==> src/sv/ssdw_pkg.sv <==
`default_nettype none

package ssdw_pkg;

    // Configuration register indexes
    localparam logic REG_BRIGHTNESS = 1'b0;
    localparam logic REG_DOT_EN     = 1'b1;

    localparam int ACK_TIMEOUT_DEFAULT = 200;

    localparam logic [2:0] BRIGHTNESS_RESET = 3'd2;
    localparam logic       DOT_EN_RESET     = 1'b1;

    // Display controller command bytes
    localparam logic [7:0] CMD_MODE_FIXED = 8'h44;
    localparam logic [7:0] CMD_ADDRESS    = 8'hC0;
    localparam logic [7:0] CMD_DISPLAY    = 8'h88;
    localparam logic [7:0] SEG_POINT      = 8'h80;

    // Frame elements, numbered 1..NUM_ELEMS
    localparam logic [3:0] NUM_ELEMS      = 4'd10;
    localparam logic [3:0] ELEM_MODE      = 4'd2;
    localparam logic [3:0] ELEM_ADDR      = 4'd5;
    localparam logic [3:0] ELEM_SEGS      = 4'd6;
    localparam logic [2:0] LAST_BIT       = 3'd7;

    // Sub-steps of a byte element
    localparam logic [3:0] BSUB_CLK_LOW   = 4'd0;
    localparam logic [3:0] BSUB_DATA      = 4'd1;
    localparam logic [3:0] BSUB_CLK_HIGH  = 4'd2;
    localparam logic [3:0] BSUB_ACK_CLKLO = 4'd3;
    localparam logic [3:0] BSUB_ACK_DIO   = 4'd4;
    localparam logic [3:0] BSUB_ACK_CLKHI = 4'd5;
    localparam logic [3:0] BSUB_RELEASE   = 4'd6;
    localparam logic [3:0] BSUB_POLL      = 4'd7;
    localparam logic [3:0] BSUB_REDRIVE   = 4'd8;

    typedef enum logic [1:0] {
        KIND_START,
        KIND_BYTE,
        KIND_STOP
    } kind_t;

    typedef struct packed {
        logic       request;
        logic [1:0] position;
        logic [3:0] digit;
        logic       blank;
        logic       dio_in;
    } item_t;

    typedef struct packed {
        logic clk_out;
        logic dio_out;
        logic dio_drive;
        logic busy_res;
        logic done_res;
    } result_t;

    function automatic kind_t elem_kind(input logic [3:0] elem);
        kind_t k;
        case (elem)
            4'd1, 4'd4, 4'd8:        k = KIND_START;
            4'd2, 4'd5, 4'd6, 4'd9:  k = KIND_BYTE;
            default:                 k = KIND_STOP;
        endcase
        return k;
    endfunction

    function automatic logic [7:0] seg_encode(input logic [3:0] digit);
        logic [7:0] s;
        case (digit)
            4'd0:    s = 8'h3F;
            4'd1:    s = 8'h06;
            4'd2:    s = 8'h5B;
            4'd3:    s = 8'h4F;
            4'd4:    s = 8'h66;
            4'd5:    s = 8'h6D;
            4'd6:    s = 8'h7D;
            4'd7:    s = 8'h07;
            4'd8:    s = 8'h7F;
            4'd9:    s = 8'h6F;
            default: s = 8'h00;
        endcase
        return s;
    endfunction

    // Byte sent by a byte element (1-based element number)
    function automatic logic [7:0] load_byte(input logic [3:0] elem,
                                             input logic [1:0] pos,
                                             input logic [7:0] segs,
                                             input logic [2:0] bright);
        logic [7:0] b;
        case (elem)
            ELEM_MODE: b = CMD_MODE_FIXED;
            ELEM_ADDR: b = CMD_ADDRESS | {6'd0, pos};
            ELEM_SEGS: b = segs;
            default:   b = CMD_DISPLAY + {5'd0, bright};
        endcase
        return b;
    endfunction

endpackage

`default_nettype wire

==> src/sv/ssdw_sequencer.sv <==
`default_nettype none

module ssdw_sequencer #(
    parameter int ACK_TIMEOUT = ssdw_pkg::ACK_TIMEOUT_DEFAULT
) (
    input  wire logic              aclk,
    input  wire logic              aresetn,
    input  wire logic              step_en,
    input  wire ssdw_pkg::item_t   item,
    input  wire logic [2:0]        brightness,
    input  wire logic              dot_en,
    output ssdw_pkg::result_t      result
);

    localparam logic [7:0] ACK_LIMIT = 8'(ACK_TIMEOUT);

    logic [7:0] step_reg, step_next;
    logic [7:0] shift_reg, shift_next;
    logic [2:0] bit_cnt_reg, bit_cnt_next;
    logic [7:0] ack_cnt_reg, ack_cnt_next;
    logic [1:0] pos_reg, pos_next;
    logic [7:0] segs_reg, segs_next;
    logic       clk_reg, clk_next;
    logic       dio_reg, dio_next;
    logic       drv_reg, drv_next;

    always_ff @(posedge aclk) begin
        if (!aresetn) begin
            step_reg    <= '0;
            shift_reg   <= '0;
            bit_cnt_reg <= '0;
            ack_cnt_reg <= '0;
            pos_reg     <= '0;
            segs_reg    <= '0;
            clk_reg     <= 1'b1;
            dio_reg     <= 1'b1;
            drv_reg     <= 1'b1;
        end else if (step_en) begin
            step_reg    <= step_next;
            shift_reg   <= shift_next;
            bit_cnt_reg <= bit_cnt_next;
            ack_cnt_reg <= ack_cnt_next;
            pos_reg     <= pos_next;
            segs_reg    <= segs_next;
            clk_reg     <= clk_next;
            dio_reg     <= dio_next;
            drv_reg     <= drv_next;
        end
    end

    always_comb begin
        logic [3:0] elem;
        logic [3:0] sub;
        logic [3:0] nsub;
        logic [3:0] elem_nxt;
        logic [7:0] seg;
        logic [7:0] ack_inc;
        logic       adv;
        logic       busy;
        logic       done;

        step_next    = step_reg;
        shift_next   = shift_reg;
        bit_cnt_next = bit_cnt_reg;
        ack_cnt_next = ack_cnt_reg;
        pos_next     = pos_reg;
        segs_next    = segs_reg;
        clk_next     = clk_reg;
        dio_next     = dio_reg;
        drv_next     = drv_reg;

        elem     = step_reg[7:4];
        sub      = step_reg[3:0];
        nsub     = sub + 4'd1;
        elem_nxt = elem + 4'd1;
        seg      = '0;
        ack_inc  = ack_cnt_reg + 8'd1;
        adv      = 1'b0;
        busy     = 1'b0;
        done     = 1'b0;

        if (step_reg == 8'd0) begin
            if (item.request) begin
                if (!item.blank) seg = ssdw_pkg::seg_encode(item.digit);
                if (dot_en) seg = seg | ssdw_pkg::SEG_POINT;
                pos_next  = item.position;
                segs_next = seg;
                step_next = 8'h10;
                busy      = 1'b1;
            end
        end else begin
            busy = 1'b1;
            if (!(elem inside {[4'd1:ssdw_pkg::NUM_ELEMS]})) begin
                step_next = '0;
            end else begin
                case (ssdw_pkg::elem_kind(elem))
                    ssdw_pkg::KIND_START: begin
                        case (sub)
                            4'd0:    clk_next = 1'b1;
                            4'd1:    dio_next = 1'b1;
                            4'd2:    dio_next = 1'b0;
                            default: clk_next = 1'b0;
                        endcase
                        if (sub >= 4'd3) adv = 1'b1;
                        else step_next = step_reg + 8'd1;
                    end
                    ssdw_pkg::KIND_STOP: begin
                        case (sub)
                            4'd0:    clk_next = 1'b0;
                            4'd1:    dio_next = 1'b0;
                            4'd2:    clk_next = 1'b1;
                            default: dio_next = 1'b1;
                        endcase
                        if (sub >= 4'd3) adv = 1'b1;
                        else step_next = step_reg + 8'd1;
                    end
                    default: begin
                        case (sub)
                            ssdw_pkg::BSUB_CLK_LOW: clk_next = 1'b0;
                            ssdw_pkg::BSUB_DATA: begin
                                dio_next   = shift_reg[0];
                                shift_next = {1'b0, shift_reg[7:1]};
                            end
                            ssdw_pkg::BSUB_CLK_HIGH: begin
                                clk_next = 1'b1;
                                if (bit_cnt_reg == ssdw_pkg::LAST_BIT) begin
                                    bit_cnt_next = '0;
                                    nsub         = ssdw_pkg::BSUB_ACK_CLKLO;
                                end else begin
                                    bit_cnt_next = bit_cnt_reg + 3'd1;
                                    nsub         = ssdw_pkg::BSUB_CLK_LOW;
                                end
                            end
                            ssdw_pkg::BSUB_ACK_CLKLO: clk_next = 1'b0;
                            ssdw_pkg::BSUB_ACK_DIO:   dio_next = 1'b1;
                            ssdw_pkg::BSUB_ACK_CLKHI: clk_next = 1'b1;
                            ssdw_pkg::BSUB_RELEASE: begin
                                drv_next     = 1'b0;
                                ack_cnt_next = '0;
                            end
                            ssdw_pkg::BSUB_POLL: begin
                                // high line: no ack yet; give up after ACK_TIMEOUT polls
                                if (item.dio_in) begin
                                    if (ack_inc >= ACK_LIMIT) begin
                                        drv_next     = 1'b1;
                                        dio_next     = 1'b0;
                                        ack_cnt_next = '0;
                                    end else begin
                                        ack_cnt_next = ack_inc;
                                        nsub         = ssdw_pkg::BSUB_POLL;
                                    end
                                end
                            end
                            default: begin
                                drv_next = 1'b1;
                                adv      = 1'b1;
                            end
                        endcase
                        if (!adv) step_next = {elem, nsub};
                    end
                endcase

                if (adv) begin
                    if (elem >= ssdw_pkg::NUM_ELEMS) begin
                        step_next = '0;
                        done      = 1'b1;
                    end else begin
                        step_next = {elem_nxt, 4'd0};
                        if (ssdw_pkg::elem_kind(elem_nxt) == ssdw_pkg::KIND_BYTE) begin
                            shift_next   = ssdw_pkg::load_byte(elem_nxt, pos_reg,
                                                               segs_reg, brightness);
                            bit_cnt_next = '0;
                        end
                    end
                end
            end
        end

        result.clk_out   = clk_next;
        result.dio_out   = dio_next;
        result.dio_drive = drv_next;
        result.busy_res  = busy;
        result.done_res  = done;
    end

endmodule

`default_nettype wire

==> src/sv/seven_segment_serial_digit_writer.sv <==
`default_nettype none

// Two-wire seven-segment display writer. Every input beat is one pin-timing
// tick and yields exactly one output beat with the clock/data line levels
// after that tick. While idle, a beat with request=1 latches position and
// digit (blank, or a digit above nine, gives no segments; dot_en adds the
// point bit) and starts three frames: mode 0x44, address 0xC0|position plus
// the segment byte, and display control 0x88+brightness. Bytes go out LSB
// first, three ticks per bit, then an acknowledge wait that polls dio_in
// (low = ack) and forces the line low after ACK_TIMEOUT high polls.
// Requests while busy are ignored. busy_res is high from the request tick
// through the final tick; done_res (m_tlast) marks the final tick.
// Rate: one beat per clock unless m_tready stalls; the sequencer's
// next-state logic sits between the input port and the output register,
// which also lets a new beat in while the previous result is still being
// taken. brightness is sampled when the display control byte is loaded;
// dot_en when a request is latched. Write configuration only while idle.
module seven_segment_serial_digit_writer #(
    parameter int ACK_TIMEOUT = ssdw_pkg::ACK_TIMEOUT_DEFAULT
) (
    input  wire logic        aclk,
    input  wire logic        aresetn,

    // config write port
    input  wire logic        cfg_wen,
    input  wire logic        cfg_idx,
    input  wire logic [2:0]  cfg_wdata,

    input  wire logic        s_tvalid,
    output logic             s_tready,
    // [0] request, [2:1] position, [6:3] digit, [7] blank, [8] dio_in, [15:9] zero
    input  wire logic [15:0] s_tdata,

    output logic             m_tvalid,
    input  wire logic        m_tready,
    // [0] clk_out, [1] dio_out, [2] dio_drive, [3] busy_res, [7:4] zero
    output logic [7:0]       m_tdata,
    output logic             m_tlast     // done_res
);

    logic [2:0]        brightness_reg;
    logic              dot_en_reg;
    logic              m_tvalid_reg;
    ssdw_pkg::result_t result_reg;
    ssdw_pkg::result_t result_next;
    ssdw_pkg::item_t   item;
    logic              accept;

    // Config registers
    always_ff @(posedge aclk) begin
        if (!aresetn) begin
            brightness_reg <= ssdw_pkg::BRIGHTNESS_RESET;
            dot_en_reg     <= ssdw_pkg::DOT_EN_RESET;
        end else if (cfg_wen) begin
            case (cfg_idx)
                ssdw_pkg::REG_BRIGHTNESS: brightness_reg <= cfg_wdata;
                ssdw_pkg::REG_DOT_EN:     dot_en_reg     <= cfg_wdata[0];
                default: ;
            endcase
        end
    end

    assign item.request  = s_tdata[0];
    assign item.position = s_tdata[2:1];
    assign item.digit    = s_tdata[6:3];
    assign item.blank    = s_tdata[7];
    assign item.dio_in   = s_tdata[8];

    // Output register frees up whenever the sink takes its beat
    assign s_tready = !m_tvalid_reg || m_tready;
    assign accept   = s_tvalid && s_tready;

    ssdw_sequencer #(
        .ACK_TIMEOUT (ACK_TIMEOUT)
    ) u_seq (
        .aclk       (aclk),
        .aresetn    (aresetn),
        .step_en    (accept),
        .item       (item),
        .brightness (brightness_reg),
        .dot_en     (dot_en_reg),
        .result     (result_next)
    );

    always_ff @(posedge aclk) begin
        if (!aresetn) begin
            m_tvalid_reg <= 1'b0;
        end else if (accept) begin
            m_tvalid_reg <= 1'b1;
        end else if (m_tready) begin
            m_tvalid_reg <= 1'b0;
        end
    end

    always_ff @(posedge aclk) begin
        if (accept) begin
            result_reg <= result_next;
        end
    end

    assign m_tvalid = m_tvalid_reg;
    assign m_tdata  = {4'd0, result_reg.busy_res, result_reg.dio_drive,
                       result_reg.dio_out, result_reg.clk_out};
    assign m_tlast  = result_reg.done_res;

endmodule

`default_nettype wire

==> config.mk <==
export PLATFORM = sky130hd
export DESIGN_NAME = seven_segment_serial_digit_writer
export DESIGN_NICKNAME = d
export VERILOG_FILES = /design/src/sv/ssdw_pkg.sv /design/src/sv/ssdw_sequencer.sv /design/src/sv/seven_segment_serial_digit_writer.sv
export SDC_FILE = /design/constraint.sdc
export NUM_CORES = 1
export LEC_CHECK = 0
export BUFFER_PORTS_ARGS = -buffer_cell sky130_fd_sc_hd__clkbuf_2
export CORE_UTILIZATION = 31
export DETAILED_ROUTE_END_ITERATION = 8
export REMOVE_ABC_BUFFERS = 1
export SYNTH_ARGS = -nofsm -noshare
export SYNTH_HDL_FRONTEND = slang
export SYNTH_SLANG_ARGS = --single-unit
==> constraint.sdc <==
create_clock -name aclk -period 3.8 [get_ports aclk]
set_input_delay 0.76 -clock aclk [delete_from_list [all_inputs] [get_ports aclk]]
set_output_delay 0.76 -clock aclk [all_outputs]
set_load 0.1 [all_outputs]
==> impl_results.md, run 1 <==
* Status: finished clean
* Design area at 3900 µm²
* DRC viols at 0
* Cell variety after synth at 71
* End-of-flow core utilization at 0.355
* Power Density at 317 nW/µm²
* Synth top area cells: dfxtp_1, ha_1, a21oi_1
* # setup viols final at 0
* GRT overflow at 0
* Horiz. Die Dim at 109 µm
* Reg-to-reg slack, setup at 620 ps
* Synth top area share at 0.254
* Main combinational cell family by area after synthesis: compound AO/OA/AOI/OAI gates
* Crit end category: register
* Reg2reg end: u_seq.shift_reg[2]
* IO Pins at 36
* Worst slew margin at 0.353
* Power Total at 0.00123 W
* # diodes at 0
* Synth Area per Inst at 8.02 µm²
* Initial antenna violation count at 0
* Skew-Pair Late Insertion Delay at 300 ps
* Worst clock skew at 4.23 ps
* Clock sinks at 50
* FF-to-FF Start: u_seq.step_reg[4]
* 1st-iter DRT viols at 206
* Pin count of the biggest net entering global routing at 34
* Fraction of layout instances using a drive strength above 1 at 0.139
* Worst setup SP type: register
* First-pass GRT wire length at 14600 µm
* Synth Cell Area at 3550 µm²
* CP Max Fanout at 16
* TritonCTS Buffers at 5
* Post-Synth Adder-Cell Area at 0.0669
* Dpl cell area at 3740 µm²
* HPWL after detailed placement at 6210 µm
* Dpl ws at 658 ps
* Worst Path Arrival at 3390 ps
* EDFF count, synth at 5
* Cells after Synth at 443
* Detail Route Antenna Nets at 0
* TritonCTS clock tree: done
* Transition time of the tightest slew-check pin at 970 ps
* CORE AREA at 11000 µm²
* Vert. Die Dim at 109 µm
* RSZ-0062 raised after global routing: false
* Synth Warn # at 0
* Endpoints failing hold at 0
* Post_cts resized at 0
* Clk slew on worst S/H paths at 80 ps
* Max Freq at 314 MHz
* Final wirelength at 8830 µm
* Tmin final at 3180 ps
* Number of global-route vias before repair at 3027
* Die area at 11900 µm²
* Peak supply drop at 0.199 mV
* TNS Setup at 0 ps
* Synth area leader: dfxtp_1
* Seq/Total Area, Yosys at 0.296
* Number of nets in the layout at 495
* Register-to-Register Path Depth at 9
* Critical path required time at 4010 ps
* Max-cap violations at 0
* Final period util at 0.837
* Xor and xnor fraction of the mapped netlist area at 0.00986
* Vias per cell at 5.59
* Syn-to-layout area delta at 9.76%
* TritonRoute pass-1 iters at 5
* Gr usage total at 0.155
* Worst Setup EP: u_seq.shift_reg[2]
* Post-Synth Simple-Gate Area at 0.236
* #FFs+latches synth at 50
* Hold crit path type: reg2reg
* Port Buf Inserts at 24
* Hold buffers post-CTS at 0
* Fraction of synthesized area in multiplexers at 0.0349
* # rows at 38
* CP Launch Point: u_seq.step_reg[4]
* Crit Path Category: reg2reg
* Initial Utilization at 0.323
* Leak at 1.47 nW
* Ys async rst share at 0
* Post-synthesis compound-gate area fraction at 0.289
* Worst hold start: dot_en_reg
* Root Driver: clkbuf_16
* Top FF cell, synth: dfxtp_1
* Clock buffer depth at 2
* DR WL/cell at 14.9 µm
* RePlAce Congestion at 0.819
* H-tree Lvls at 2
* Setup Buffers After CTS at 0
* Final WS setup at 619 ps
* Max Slew Vio Count at 0
* DR vias at 3311
layer usage:
| layer | track usage | vias up | wire (µm) |
|---|---|---|---|
| li1 | - | 1623 | - |
| met1 | 0.208 | 1576 | 4170 |
| met2 | 0.250 | 97 | 4060 |
| met5 | 0 | - | 0 |
| met3 | 0.0215 | 15 | 449 |
| met4 | 0.0569 | 0 | 155 |
cell families (layout without fill, tap and decap cells):
group / count (synthesis) / count (layout)
simple gates: 169 / 169
xor+xnor: 4 / 4
fa+ha+maj: 19 / 19
mux: 12 / 12
compound gates: 137 / 137
buf+inv: 51 / 57
other cells: 1 / 4
flops: 50 / 50
worst max-delay path, stage by stage (launching register included):
cell and delay (ps):
dfxtp_1 560, ha_1 570, a21oi_2 160, o211ai_2 350
o311ai_4 150, buf_4 200, a311oi_4 560, buf_4 240
nor3_1 50, a211oi_1 230
cell type report:
| type | instances | area [µm²] |
|---|---|---|
| flip-flops and latches | 50 | 1050 |
| fillers | 1140 | 7080 |
| inverters | 17 | 63.8 |
| well taps | 140 | 175 |
| repair buffers | 32 | 180 |
| clock buffers | 5 | 125 |
| multi-input cells | 345 | 2270 |
| clock inverters | 3 | 28.8 |
cells in the final DEF (no fill, tap or decap), types with 6 or more instances in the layout:
cell,instances
a211oi_1,13
nor3_1,12
nand2b_1,6
buf_4,8
and3_1,7
mux2i_1,9
o21a_1,9
nand3_1,25
nand2_1,38
clkbuf_2,24
nor2_1,45
a21oi_1,34
ha_1,19
or3_1,6
dfxtp_1,45
o21ai_0,17
inv_1,16
where the power goes:
| group | total, W | internal [W] | switching, W | leakage [nW] |
|---|---|---|---|---|
| Sequential | 0.000557 | 0.000546 | 0.0000109 | 0.408 |
| Combinational | 0.000196 | 0.0000532 | 0.000143 | 0.990 |
| Clock | 0.000482 | 0.000253 | 0.000229 | 0.0763 |
worst min-delay path by stage:
stage               depth (start not counted)  slack, ps                    to
global route                                2        500    u_seq.shift_reg[3]
global placement                            2        450  u_seq.bit_cnt_reg[1]
CTS                                         2        480  u_seq.bit_cnt_reg[2]
detailed placement                          2        460            dot_en_reg
floorplan                                   2        440            dot_en_reg
finish                                      2        480            dot_en_reg
cell usage after synthesis (3+ instances only):
library cell	number
nor3_1	12
nand2b_1	6
mux2i_1	9
nand2_1	38
buf_2	10
a211oi_1	13
and2_1	4
a32o_1	4
edfxtp_1	5
ha_1	19
inv_1	16
buf_4	5
o2bb2ai_1	3
xnor2_1	4
nand3b_1	3
o221ai_1	5
nor2_1	45
o21a_1	9
nor2b_1	5
nand4_1	5
or3_1	6
o21ai_1	3
nand3_1	25
nand4b_1	3
dfxtp_1	45
clkbuf_1	17
o31ai_1	4
and3_1	7
a21oi_1	34
mux2_2	3
o21ai_0	17
a31oi_1	5
through the flow:
stage	std cells	hold slack (ps)
2_1_floorplan	412	436
3_3_place_gp	584	454
3_5_place_dp	584	459
4_1_cts	592	479
5_1_grt	592	505
6_report	592	477
No activity file was read; power rests on OpenSTA's default activity.
==> inputs of run 2 (changes only) <==
ABC_AREA = 1   (was unset)
clock period = 2.95 ns   (was 3.8 ns; I/O delays follow)
==> run 2 against run 1 <==
  * Combinational power increased by 23%
  * Clock skew increased by 1.2 ps
  * Design area decreased by 4.6%
  * Cell count increased by 12%
  * Fmax increased by 40%
  * Clock power decreased by 9.1%
  * Largest power group unchanged
==> impl_results.md, run 2 <==
* Die area at 11300 µm²
* Horiz. Die Dim at 106 µm
* Hold crit path type: reg2reg
* TritonRoute pass-1 iters at 4
* Area occupied by registers at 1050 µm²
* Seq/Total Area, Yosys at 0.311
* Hold buffers post-CTS at 0
* # diodes at 0
* Most frequent cells in the layout: nand2_1, inv_1, nor2_1, dfxtp_1, nand3_1
* 1st-iter DRT viols at 122
* Synth top cells by count: nand2_1, inv_1, nor2_1
* Port Buf Inserts at 24
* Fraction of layout instances using a drive strength above 1 at 0.134
* # setup viols final at 0
* Transition time of the tightest slew-check pin at 575 ps
* Final WS setup at 670 ps
* Clock buffer depth at 2
* Initial antenna violation count at 0
* DRC viols at 0
* Part of the power in registers at 0.516
* Worst slew margin at 0.617
* Number of nets in the layout at 571
* #FFs+latches synth at 50
* Fillers at 1168
* Critical path required time at 3180 ps
* Endpoints failing hold at 0
* Detail Route Antenna Nets at 0
* Cells after Synth at 503
* Worst setup SP type: register
* Post-Synth Simple-Gate Area at 0.372
* Fraction of synthesized area in multiplexers at 0
* Status: finished clean
* Commonest non-fill, non-tap cell in the layout: nand2_1
* TritonCTS Buffers at 5
* Final wirelength at 7430 µm
* Hold slack at 465 ps
* Setup Buffers After CTS at 0
* Post-synthesis compound-gate area fraction at 0.148
* Register-to-Register Path Depth at 11
* Max-cap violations at 0
* Clk slew on worst S/H paths at 100 ps
* CP Launch Point: u_seq.step_reg[5]
* Leak at 1.68 nW
* Reg2reg end: u_seq.shift_reg[6]
* Syn-to-layout area delta at 9.99%
* GRT overflow at 0
* Reg-to-reg slack, setup at 670 ps
* Gate power share at 0.172
* HPWL after detailed placement at 5650 µm
* Cell variety after synth at 42
* Main combinational cell family by area after synthesis: simple AND/OR/NAND/NOR gates
* H-tree Lvls at 2
* Clock sinks at 50
* Vias per cell at 4.70
* Synth top area cells: dfxtp_1, nand2_1, ha_1
* Worst clock skew at 5.38 ps
* Top FF cell, synth: dfxtp_1
* EDFF count, synth at 5
* Post_cts resized at 0
* Crit end category: register
* Synth Cell Area at 3380 µm²
* Pint at 0.000964 W
* Tmin final at 2280 ps
* Pin count of the biggest net entering global routing at 21
* Crit Path Category: reg2reg
* Worst hold endpoint: brightness_reg[0]
* Synth Warn # at 0
* CP Max Fanout at 13
* Gr usage total at 0.141
* Initial Utilization at 0.323
* DR vias at 3118
* RePlAce Congestion at 0.859
* Final period util at 0.773
* Worst Path Arrival at 2510 ps
* CORE AREA at 10500 µm²
* Max Freq at 439 MHz
* Xor and xnor fraction of the mapped netlist area at 0.00518
* IO Pins at 36
* Most common cell in the synthesized netlist: nand2_1
* Synth top area share at 0.266
* TritonCTS clock tree: done
* FF-to-FF Start: u_seq.step_reg[5]
* Number of global-route vias before repair at 2949
* # rows at 37
* Vert. Die Dim at 106 µm
* Power Density at 377 nW/µm²
* Max Slew Vio Count at 0
* Ys async rst share at 0
* Synth area leader: dfxtp_1
* Dpl ws at 703 ps
* Clock share of power at 0.312
* Sw Ratio at 0.313
* Switch Pwr at 0.000440 W
* Skew-Pair Late Insertion Delay at 320 ps
* RSZ-0062 raised after global routing: false
* Post-Synth Adder-Cell Area at 0.0703
* Hold Crit Depth at 2
* Multi-input gate area in the final layout at 2030 µm²
* First-pass GRT wire length at 13000 µm
* Root Driver: clkbuf_8
* DR WL/cell at 11.2 µm
* Worst hold start: brightness_reg[0]
* Peak supply drop at 0.141 mV
* Synth Area per Inst at 6.72 µm²
[run 2: critical path: stages (launching register included)]
cell,delay (ps)
dfxtp_1,370
inv_1,170
ha_1,220
inv_1,110
o21ai_4,420
nor2_2,130
a21oi_4,240
nand3_2,170
o21ai_0,130
nand2_1,70
nor2_1,100
nor2_1,50
[run 2: worst max path at each step]
stage | to | slack [ps] | depth (start not counted)
floorplan | u_seq.ack_cnt_reg[3] | -180 | 9
global placement | u_seq.shift_reg[6] | 710 | 11
detailed placement | u_seq.ack_cnt_reg[7] | 700 | 11
CTS | u_seq.shift_reg[6] | 690 | 11
global route | u_seq.shift_reg[0] | 460 | 11
finish | u_seq.shift_reg[6] | 670 | 11
[run 2: area by class of cell]
type / count / area share
multi-input cells: 380 / 0.545
clock inverters: 2 / 0.00303
inverters: 64 / 0.0646
well taps: 136 / 0.0458
clock buffers: 6 / 0.0222
flip-flops and latches: 50 / 0.283
repair buffers: 26 / 0.0363
[run 2: logic make-up (layout without fill, tap and decap cells)]
| group | Yosys count | in the layout |
|---|---|---|
| flops | 50 | 50 |
| fa+ha+maj | 19 | 19 |
| simple gates | 272 | 272 |
| other cells | 1 | 4 |
| compound gates | 83 | 83 |
| xor+xnor | 2 | 2 |
| buf+inv | 76 | 98 |
[run 2: through the flow]
step	power (W)	cell area, µm²	util	TNS [ps]	cells
global route	0.00148	3720	0.355	0	664
detailed placement	0.000982	3620	0.346	0	656
global placement	0.000978	3620	0.346	0	656
floorplan	0.000923	3320	-	-2060	494
finish	0.00140	3720	0.355	0	664
CTS	0.00142	3720	0.355	0	664
[run 2: power groups by stage]
stage | Sequential [W] | Combinational, W | Clock, W
floorplan | 0.000776 | 0.000147 | 0
global placement | 0.000740 | 0.000237 | 0
detailed placement | 0.000741 | 0.000241 | 0
CTS | 0.000725 | 0.000242 | 0.000454
finish | 0.000724 | 0.000241 | 0.000438
global route | 0.000729 | 0.000266 | 0.000490
[run 2: per-layer routing]
layer  vias up  track usage  routed length [µm]
met5         -            0                   0
met4         0       0.0352                  69
met3         8       0.0276                 253
met2        46        0.239                3400
met1      1399        0.183                3700
li1       1665            -                   -
==> inputs of run 3 (changes only) <==
clock period = 2.1 ns   (was 2.95 ns; I/O delays follow)
==> run 3 against run 2 <==
  * Core utilization increased by 2.9 points
  * Wire length up 4.7%
  * Register-to-register slack got worse by 500 ps
  * Sequential power grew 41%
  * Fmax increased by 18%
  * Cell count is 3.3% higher
  * Sequential share of layout area shrank 1.8 points
  * Via count increased by 5.0%
  * Clock skew increased by 4.2 ps
  * Largest power group unchanged
==> impl_results.md, run 3 (synthesis results as in run 2) <==
* Horiz. Die Dim at 106 µm
* Clock buffer depth at 2
* Leak at 1.80 nW
* Switch Pwr at 0.000599 W
* Vert. Die Dim at 106 µm
* Part of the power in registers at 0.499
* Final period util at 0.921
* Worst clock skew at 9.63 ps
* Hold crit path type: in2reg
* Initial Utilization at 0.323
* # diodes at 0
* Commonest non-fill, non-tap cell in the layout: nand2_1
* Endpoints failing hold at 0
* Gr usage total at 0.148
* Clock share of power at 0.322
* Power Total at 0.00204 W
* Peak per-stage delay on the critical path at 380 ps
* WP buf/inv at 2
* Hold buffers post-CTS at 0
* Peak supply drop at 0.302 mV
* Crit-path cells: inv_1 -> ha_1 -> nand2_4 -> nand2_2 -> nor2_2 -> nand2_2 -> nand2_2 -> nand3_4 -> nor2_8 -> buf_6 -> nand2_1 -> nand2_1 -> nor2_1 -> nor2_1
* Max-cap violations at 0
* Power Density at 506 nW/µm²
* DR WL/cell at 11.3 µm
* CP top delay family: simple AND/OR/NAND/NOR gates
* Syn-to-layout area delta at 19.1%
* Pin count of the biggest net entering global routing at 21
* Clk slew on worst S/H paths at 90 ps
* DRC viols at 0
* Clock sinks at 50
* Worst slew margin at 0.642
* Hold slack at 303 ps
* Dpl ws at 74.2 ps
* DR vias at 3273
* # setup viols final at 0
* Number of nets in the layout at 594
* Sw Ratio at 0.294
* Skew-Pair Late Insertion Delay at 310 ps
* Vias per cell at 4.77
* Worst path most repeated cell: nand2_2
* Critical path required time at 2360 ps
* Worst setup SP type: register
* CP max-delay cell: dfxtp_4
* Transition time of the tightest slew-check pin at 540 ps
* Final wirelength at 7780 µm
* Max Slew Vio Count at 0
* Most frequent cells in the layout: nand2_1, inv_1, nor2_1, dfxtp_1, nand3_1
* CP Max Fanout at 8
* Root Driver: clkbuf_8
* Fraction of layout instances using a drive strength above 1 at 0.202
* RePlAce Congestion at 0.890
* Worst Path Arrival at 2190 ps
* Port Buf Inserts at 24
* Number of global-route vias before repair at 3213
* Die area at 11300 µm²
* Pint at 0.00144 W
* HPWL after detailed placement at 5860 µm
* 1st-iter DRT viols at 177
* Status: finished clean
* Crit end category: register
* Crit Path Category: reg2reg
* Initial antenna violation count at 0
* Tmin final at 1930 ps
* Detail Route Antenna Nets at 0
* Max Freq at 517 MHz
* IO Pins at 36
* TritonRoute pass-1 iters at 4
* Gate power share at 0.179
* TritonCTS Buffers at 5
* H-tree Lvls at 2
* # rows at 37
* GRT overflow at 0
* CORE AREA at 10500 µm²
* Final WS setup at 166 ps
* TritonCTS clock tree: done
* First-pass GRT wire length at 13800 µm
-- run 3: per-stage QoR --
step           cell area, µm²  utilization  TNS [ps]  instances
2_1_floorplan            3320            -    -37030        494
3_3_place_gp             3770        0.360         0        672
3_5_place_dp             3770        0.360         0        672
4_1_cts                  3880        0.371         0        679
5_1_grt                  4030        0.385     -6.83        686
6_report                 4030        0.385         0        686
-- run 3: power by group through the flow --
stage	clock [W]	sequential [W]	combinational, W
after floorplan	0	0.00109	0.000206
after global placement	0	0.00104	0.000354
after detailed placement	0	0.00104	0.000358
after CTS	0.000688	0.00102	0.000360
after global routing	0.000722	0.00102	0.000407
final	0.000657	0.00102	0.000364
-- run 3: path summary, 6_finish.rpt --
kind,from,endpoint,slack [ps],depth (start not counted)
worst max-delay path,u_seq.step_reg[1],u_seq.shift_reg[1],170,14
worst min register to register,brightness_reg[0],brightness_reg[0],470,2
worst max register to register,u_seq.step_reg[1],u_seq.shift_reg[1],170,14
worst min-delay path,s_tdata[1],u_seq.pos_reg[0],300,3
-- run 3: what timing repair did --
action | CTS | global route
resized for setup | 0 | 29
buffers inserted | 0 | 7
endpoints found under the setup margin | 0 | 30
-- run 3: routing by layer --
metal / share of wire / vias to the layer above / global-route usage / wire (µm)
li1: - / 1710 / - / -
met1: 0.48 / 1490 / 0.183 / 3740
met2: 0.47 / 70 / 0.261 / 3670
met3: 0.042 / 3 / 0.0288 / 326
met4: 0.0041 / 0 / 0.0382 / 32
met5: 0 / - / 0 / 0
-- run 3: area by class of cell --
class / count / area [µm²]
timing repair buffer: 49 / 349
inverter: 64 / 245
tap: 136 / 170
sequential: 50 / 1060
clock buffer: 7 / 108
fill: 1115 / 6440
multi-input combinational: 380 / 2090
-- run 3: tightest hold or removal path, delay by kind of cell --
kind                   cells  cell delay, ps
buffers and inverters      2             120
AOI/OAI and AO/OA          1              40
